### src/design/indexed_list_store_assert.svh
// Assertion macros shared by the indexed list store RTL.
`ifndef INDEXED_LIST_STORE_ASSERT_SVH
`define INDEXED_LIST_STORE_ASSERT_SVH

// Check that the consequent holds in the same cycle as the antecedent.
`define ILS_ASSERT_SAME(lbl, clk, rst, ante, cons) \
  lbl: assert property (@(posedge clk) disable iff (rst) (ante) |-> (cons)) \
    else $error("indexed_list_store: same-cycle check failed");

// Check that the consequent holds in the cycle after the antecedent.
`define ILS_ASSERT_NEXT(lbl, clk, rst, ante, cons) \
  lbl: assert property (@(posedge clk) disable iff (rst) (ante) |=> (cons)) \
    else $error("indexed_list_store: next-cycle check failed");

`endif

### src/design/ils_pkg.sv
// Types, constants and conversion functions of the indexed list store.
`default_nettype none

package ils_pkg;

  localparam int CAPACITY   = 16;
  localparam int DATA_WIDTH = 32;

  // Index and count widths that follow from the capacity.
  localparam int POS_W = (CAPACITY > 1) ? $clog2(CAPACITY) : 1;
  localparam int CNT_W = $clog2(CAPACITY + 1);
  // Compare width that holds both the count and a request position.
  localparam int CMP_W = (CNT_W > 4) ? CNT_W : 4;

  localparam logic [2:0] OP_APPEND = 3'd0;
  localparam logic [2:0] OP_GET    = 3'd1;
  localparam logic [2:0] OP_SET    = 3'd2;
  localparam logic [2:0] OP_REMOVE = 3'd3;
  localparam logic [2:0] OP_SEARCH = 3'd4;
  localparam logic [2:0] OP_LENGTH = 3'd5;

  typedef logic [DATA_WIDTH-1:0] cell_t;

  typedef struct packed {
    logic [2:0]         opcode;
    logic [3:0]         position;
    logic signed [31:0] value;
  } req_word_t;

  typedef struct packed {
    logic               ok;
    logic signed [31:0] read_value;
    logic [3:0]         found_position;
    logic [4:0]         length;
  } rsp_word_t;

  // Per-cell command broadcast by the controller.
  typedef struct packed {
    logic live;   // cell lies below the entry count
    logic load;   // take the request value
    logic shift;  // take the neighbor's value
  } cell_cmd_t;

  // Sign-extend or truncate a 32-bit value into a cell.
  function automatic cell_t to_cell(input logic signed [31:0] v);
    return DATA_WIDTH'(v);
  endfunction

  // Sign-extend or truncate a cell back into 32 bits.
  function automatic logic signed [31:0] from_cell(input cell_t c);
    return 32'(signed'(c));
  endfunction

endpackage

`default_nettype wire

### src/design/indexed_list_store.sv
// Top level of the indexed list store: controller, cell chain and result register.
//
//   channel | words      | handshake              | width
//   --------+------------+------------------------+-------------------------------
//   req     | req_word_t | req_valid / req_stall  | opcode 3, position 4, value 32
//   rsp     | rsp_word_t | rsp_valid / rsp_stall  | ok 1, read 32, found 4, length 5
//
// Every word is executed at the edge where it is accepted and
// its result appears in the result register on the next cycle; the cells update
// at that same edge, so back-to-back words see each other's effects.
// Throughput is one word per cycle while rsp is drained; req stalls only while a
// result waits in the register under rsp_stall.
// Reset clears the entry count and rsp_valid; cell contents are never read unwritten.
`default_nettype none
`include "indexed_list_store_assert.svh"

module indexed_list_store import ils_pkg::*; (
  input  logic      clk,
  input  logic      rst,
  input  logic      req_valid,
  output logic      req_stall,
  input  req_word_t req,
  output logic      rsp_valid,
  input  logic      rsp_stall,
  output rsp_word_t rsp
);

  logic             req_fire;
  logic [CNT_W-1:0] count;
  logic [CNT_W-1:0] count_next;
  logic [CMP_W-1:0] pos_x;
  logic [CMP_W-1:0] cnt_x;
  logic             in_range;
  logic             full;
  cell_t            key;

  logic append_ok;
  logic set_ok;
  logic remove_ok;

  cell_t               cell_data [CAPACITY];
  cell_t               cell_next [CAPACITY];
  cell_cmd_t           cell_cmd  [CAPACITY];
  logic [CAPACITY-1:0] cell_match;

  logic             hit;
  logic [POS_W-1:0] hit_idx;
  rsp_word_t        result;

  // Hold the request while a finished result still waits downstream.
  assign req_stall = rsp_valid & rsp_stall;
  assign req_fire  = req_valid & ~req_stall;

  // Widen position and count to one compare width.
  assign pos_x    = CMP_W'(req.position);
  assign cnt_x    = CMP_W'(count);
  assign in_range = pos_x < cnt_x;
  assign full     = count == CNT_W'(CAPACITY);
  assign key      = to_cell(req.value);

  assign append_ok = req_fire && (req.opcode == OP_APPEND) && !full;
  assign set_ok    = req_fire && (req.opcode == OP_SET) && in_range;
  assign remove_ok = req_fire && (req.opcode == OP_REMOVE) && in_range;

  // Cell chain: each cell takes the request value or its upper neighbor's entry.
  for (genvar i = 0; i < CAPACITY; i++) begin : g_cell
    if (i == CAPACITY - 1) begin : g_last
      assign cell_next[i] = cell_data[i];
    end else begin : g_mid
      assign cell_next[i] = cell_data[i+1];
    end

    // Append loads the cell at the count, set loads the cell at the position,
    // remove shifts every cell from the position up to the one below the top.
    assign cell_cmd[i].live  = CMP_W'(i) < cnt_x;
    assign cell_cmd[i].load  = (append_ok && (CMP_W'(i) == cnt_x)) ||
                               (set_ok && (CMP_W'(i) == pos_x));
    assign cell_cmd[i].shift = remove_ok && (CMP_W'(i) >= pos_x) &&
                               (CMP_W'(i + 1) < cnt_x);

    ils_cell u_cell (
      .clk       (clk),
      .cmd       (cell_cmd[i]),
      .load_data (key),
      .next_data (cell_next[i]),
      .key       (key),
      .data      (cell_data[i]),
      .match     (cell_match[i])
    );
  end

  // First matching cell wins: scan from the top so the lowest index stays.
  always_comb begin
    hit     = 1'b0;
    hit_idx = '0;
    for (int i = CAPACITY - 1; i >= 0; i--) begin
      if (cell_match[i]) begin
        hit     = 1'b1;
        hit_idx = POS_W'(i);
      end
    end
  end

  always_comb begin
    count_next            = count;
    result.ok             = 1'b0;
    result.read_value     = '0;
    result.found_position = '0;
    unique case (req.opcode)
      OP_APPEND: begin
        if (!full) begin
          result.ok  = 1'b1;
          count_next = count + 1'b1;
        end
      end
      OP_GET: begin
        if (in_range) begin
          result.ok         = 1'b1;
          result.read_value = from_cell(cell_data[pos_x[POS_W-1:0]]);
        end
      end
      OP_SET: begin
        result.ok = in_range;
      end
      OP_REMOVE: begin
        if (in_range) begin
          result.ok  = 1'b1;
          count_next = count - 1'b1;
        end
      end
      OP_SEARCH: begin
        result.ok             = hit;
        result.found_position = 4'(hit_idx);
      end
      OP_LENGTH: begin
        result.ok = 1'b1;
      end
      default: begin
        // Unused opcodes: report the length and nothing else.
      end
    endcase
    result.length = 5'(count_next);
  end

  always_ff @(posedge clk) begin
    if (rst) begin
      count <= '0;
    end else if (req_fire) begin
      count <= count_next;
    end
  end

  // Result register: load on accept, drop once taken.
  always_ff @(posedge clk) begin
    if (rst) begin
      rsp_valid <= 1'b0;
    end else if (req_fire) begin
      rsp_valid <= 1'b1;
    end else if (!rsp_stall) begin
      rsp_valid <= 1'b0;
    end
  end

  always_ff @(posedge clk) begin
    if (req_fire) begin
      rsp <= result;
    end
  end

  `ILS_ASSERT_SAME(a_count_bound, clk, rst, 1'b1, count <= CNT_W'(CAPACITY))
  `ILS_ASSERT_SAME(a_rsp_length, clk, rst, rsp_valid, rsp.length == 5'(count))
  `ILS_ASSERT_NEXT(a_append_grows, clk, rst, append_ok, count == $past(count) + 1'b1)
  `ILS_ASSERT_NEXT(a_remove_shrinks, clk, rst, remove_ok, count == $past(count) - 1'b1)

endmodule

`default_nettype wire

### src/design/ils_cell.sv
// One storage cell of the list chain: holds an entry, loads, shifts and compares.
`default_nettype none

module ils_cell import ils_pkg::*; (
  input  logic      clk,
  input  cell_cmd_t cmd,
  input  cell_t     load_data,
  input  cell_t     next_data,
  input  cell_t     key,
  output cell_t     data,
  output logic      match
);

  cell_t data_next;

  always_comb begin
    priority if (cmd.load) begin
      data_next = load_data;
    end else if (cmd.shift) begin
      data_next = next_data;
    end else begin
      data_next = data;
    end
  end

  // Entry contents need no reset: only cells below the count are ever read.
  always_ff @(posedge clk) begin
    data <= data_next;
  end

  assign match = cmd.live && (data == key);

endmodule

`default_nettype wire

### config.mk
export PLATFORM = sky130hd
export DESIGN_NAME = indexed_list_store
export DESIGN_NICKNAME = d
export VERILOG_FILES = /design/src/design/ils_pkg.sv /design/src/design/indexed_list_store.sv /design/src/design/ils_cell.sv
export VERILOG_INCLUDE_DIRS = /design/src /design/src/design
export SDC_FILE = /design/constraint.sdc
export NUM_CORES = 1
export LEC_CHECK = 0
export BUFFER_PORTS_ARGS = -buffer_cell sky130_fd_sc_hd__clkbuf_2
export CAP_MARGIN = 25
export CORE_UTILIZATION = 60
export CTS_BUF_LIST = sky130_fd_sc_hd__clkbuf_4 sky130_fd_sc_hd__clkbuf_8
export CTS_CLUSTER_DIAMETER = 200
export DETAILED_ROUTE_END_ITERATION = 7
export PLACE_DENSITY = 0.75
export SYNTH_ARGS = -nofsm -noshare
export SYNTH_HDL_FRONTEND = slang
export SYNTH_SLANG_ARGS = --single-unit
### constraint.sdc
create_clock -name clk -period 10.8 [get_ports clk]
set_clock_uncertainty 0.05 [all_clocks]
set_input_delay 0.54 -clock clk [delete_from_list [all_inputs] [get_ports clk]]
set_output_delay 0.54 -clock clk [all_outputs]
set_load 0.02 [all_outputs]
==> flow_summary.yaml <==
logic_synthesis:
  synth-simple-area-share: 0.0535
  muxShareOfSynthArea: 0.269
  yosysUniqueCellTypes: 62
  synth_top_family_by_area: "multiplexers"
  yosys.area.top_type: "edfxtp_1"
  synth-xor-area-share: 0.132
  synth_edf_count: 554
  synthCells: 2363
  synth-adder-area-share: 0.00295
  async_flop_share: 0
  ys_ff_latch: 560
  synth_area_um2: 34000
  synth-main-ff-cell: "edfxtp_1"
  yosysSeqAreaShare: 0.494
  synth_area_leaders: "edfxtp_1, mux2_2, mux4_2"
  synth_top_area_frac: 0.490
  synth.avg_cell_area_um2: 14.4
  synth_nets: 2414
  ys_warn_count: 0
  synth_compound_area_frac: 0.0171
run_status:
  run_status: "finished clean"
sta:
  rsz0062_at_grt: "false"
  drv_slew: 0
  hold_viol: 0
  setup_viol: 0
  finalCriticalPeriod_ns: 4.40
  fmax_ghz: 0.227
  final.setup.worst_slack_ns: 6.40
  maxSlewHeadroom: 0.275
  holdWs_ns: 0.0590
  tns_ns: 0
  min_period_over_period: 0.407
  worst_pin_slew_ns: 1.08
routing:
  viasPerCell: 6.62
  vias: 21200
  wl_um: 98800
  wl_per_cell_um: 30.8
  firstDrtPassIters: 5
  postRouteAntennaNets: 0
  drc_errors: 0
  drtIter0Drc: 2519
die:
  pin_count: 87
  row_count: 86
  die_h_um: 240
  start_util: 0.611
  die_w_um: 240
  fp.dieArea_um2: 57500
  core_area_um2: 55500
clock_network:
  cts_made_buffers: 96
  cts_setup_buffers: 0
  cts.clk_slew.worst_paths_ns: 0.06
  root_buffer: "clkbuf_8"
  h-tree-depth: 3
  clockBufferDepth: 3
  cts_tree: "done"
  insertion_delay_ns: 0.71
  cts_sinks: 560
grt:
  grt_pass1_vias: 21300
  grtUsageTotal: 0.350
  grt_antenna_before_repair: 12
  gr-total-overflow: 0
  grt_pass1_wl_um: 144000
  grt_max_degree: 63
placed_design:
  gp_congestion: 1.02
  place_ws_ns: 6.07
  dp_hpwl_um: 73600
  numPortBuffers: 86
power_and_ir_drop:
  power_density_nw_per_um2: 128
  p_leak_nw: 12.0
  p_total_w: 0.00474
  irDropWorstVdd_v: 0.000122
cells_and_area:
  layout-drive-gt1-share: 0.368
  fill_cells: 4013
  syn_to_final_growth_pct: 8.78
  nets: 2436
worst_setup_path:
  crit_path_end_kind: "flip-flop"
  cp.arrival_ns: 4.66
  worstSetupStartpointType: "flip-flop"
  criticalPathCategory: "flip-flop to flip-flop"
  cp_max_fo: 33
  required_ns: 11.06
run:
  cap_violations: 0
hold_path:
  min_path_type: "primary input to flip-flop"
## state kept, by name, indices dropped and copies added (netlist names)
signal and flops:
cnt_x 5, rsp 42, g_cell.u_cell.data 512, rsp_valid 1
## worst paths after layout
| path | from | end | slack [ns] | depth (start not counted) |
|---|---|---|---|---|
| setup / recovery | cnt_x[1]$_SDFFE_PP0P_ | g_cell[8].u_cell.data[10]$_DFFE_PP_ | 6.40 | 10 |
| hold / removal | rst | cnt_x[1]$_SDFFE_PP0P_ | 0.06 | 2 |
| hold reg to reg | rsp_valid$_SDFFE_PP0P_ | rsp_valid$_SDFFE_PP0P_ | 0.54 | 4 |
| setup reg to reg | cnt_x[1]$_SDFFE_PP0P_ | g_cell[8].u_cell.data[10]$_DFFE_PP_ | 6.40 | 10 |
## layer usage
| layer | part of all wire | routed length, um | GRT usage | vias to the layer above |
|---|---|---|---|---|
| met2 | 0.48 | 47900 | 0.570 | 1100 |
| li1 | - | - | - | 9048 |
| met3 | 0.082 | 8060 | 0.0612 | 228 |
| met1 | 0.37 | 37000 | 0.448 | 10800 |
| met4 | 0.059 | 5790 | 0.193 | 8 |
| met5 | 0.00073 | 72 | 0 | - |
## logic make-up (layout without fill, tap and decap cells)
kind of cell    count (synthesis)  after routing
other cells                     0              4
xor+xnor                      513            513
mux                           641            641
flops                         560            560
buf+inv                       239            333
compound gates                 81             81
fa+ha+maj                       8              8
simple gates                  321            321
## power by group
part | internal, W | total [W] | switching (W)
Clock | 0.00103 | 0.00192 | 0.000889
Sequential | 0.00238 | 0.00238 | 0.00000721
Combinational | 0.000160 | 0.000441 | 0.000281
Total | 0.00356 | 0.00474 | 0.00118
## layout make-up
cell class | instances | area [um2] | share of cell area
timing repair buffer | 151 | 1040 | 0.0283
sequential | 560 | 16800 | 0.454
clock inverter | 27 | 150 | 0.00407
clock buffer | 143 | 1710 | 0.0462
multi-input combinational | 1564 | 16300 | 0.441
antenna | 4 | 10.0 | 0.000271
inverter | 12 | 45.0 | 0.00122
tap | 748 | 936 | 0.0253
## stage by stage
stage	utilization	instances	instance area, um2
finish	0.665	3209	36900
global route	0.665	3205	36900
CTS	0.663	3200	36800
detailed placement	0.630	3029	35000
global placement	0.628	3026	34900
floorplan	-	2363	34000
## Yosys cell counts, types with 29 or more instances
cell / number
mux2_4: 29
buf_2: 56
nor2b_1: 34
nand4_1: 72
clkbuf_1: 133
xnor2_1: 254
mux4_2: 160
xor2_1: 259
mux2_2: 377
nand2_1: 41
mux2_1: 74
nor4_1: 80
edfxtp_1: 554
## timing repair
item | CTS | global route
hold buffers | 1 | 0
endpoints found under the hold margin | 1 | 0
gates resized for setup | 0 | 0
## layout by cell type, fill, tap and decap left out, drive strengths merged, types with 5 or more instances in the layout
cell type / synthesis / final
nand2: 41 / 41
mux4: 160 / 160
nand4: 72 / 72
a21oi: 20 / 20
nor3: 15 / 15
buf: 94 / 65
nand3: 21 / 21
nand2b: 12 / 12
edfxtp: 554 / 554
xnor2: 254 / 254
clkinv: 1 / 23
mux2: 480 / 480
clkbuf: 133 / 228
nor2b: 34 / 34
xor2: 259 / 259
ha: 8 / 8
dfxtp: 6 / 6
o21ai: 24 / 24
a21o: 6 / 6
inv: 11 / 13
nor4: 80 / 80
or2: 5 / 5
nor2: 24 / 24
## worst max-delay path: stages (launching register included)
cell and delay (ns):
dfxtp_1 0.55, inv_1 0.25, ha_1 0.33, a21o_1 0.15, a21o_1 0.21, a21oi_4 0.23, o21ai_2 0.09, nor2_1 0.11
nand2_1 0.25, o21ai_4 0.95, a31o_2 0.80
Note: power is estimated with default switching activity, not from simulation.
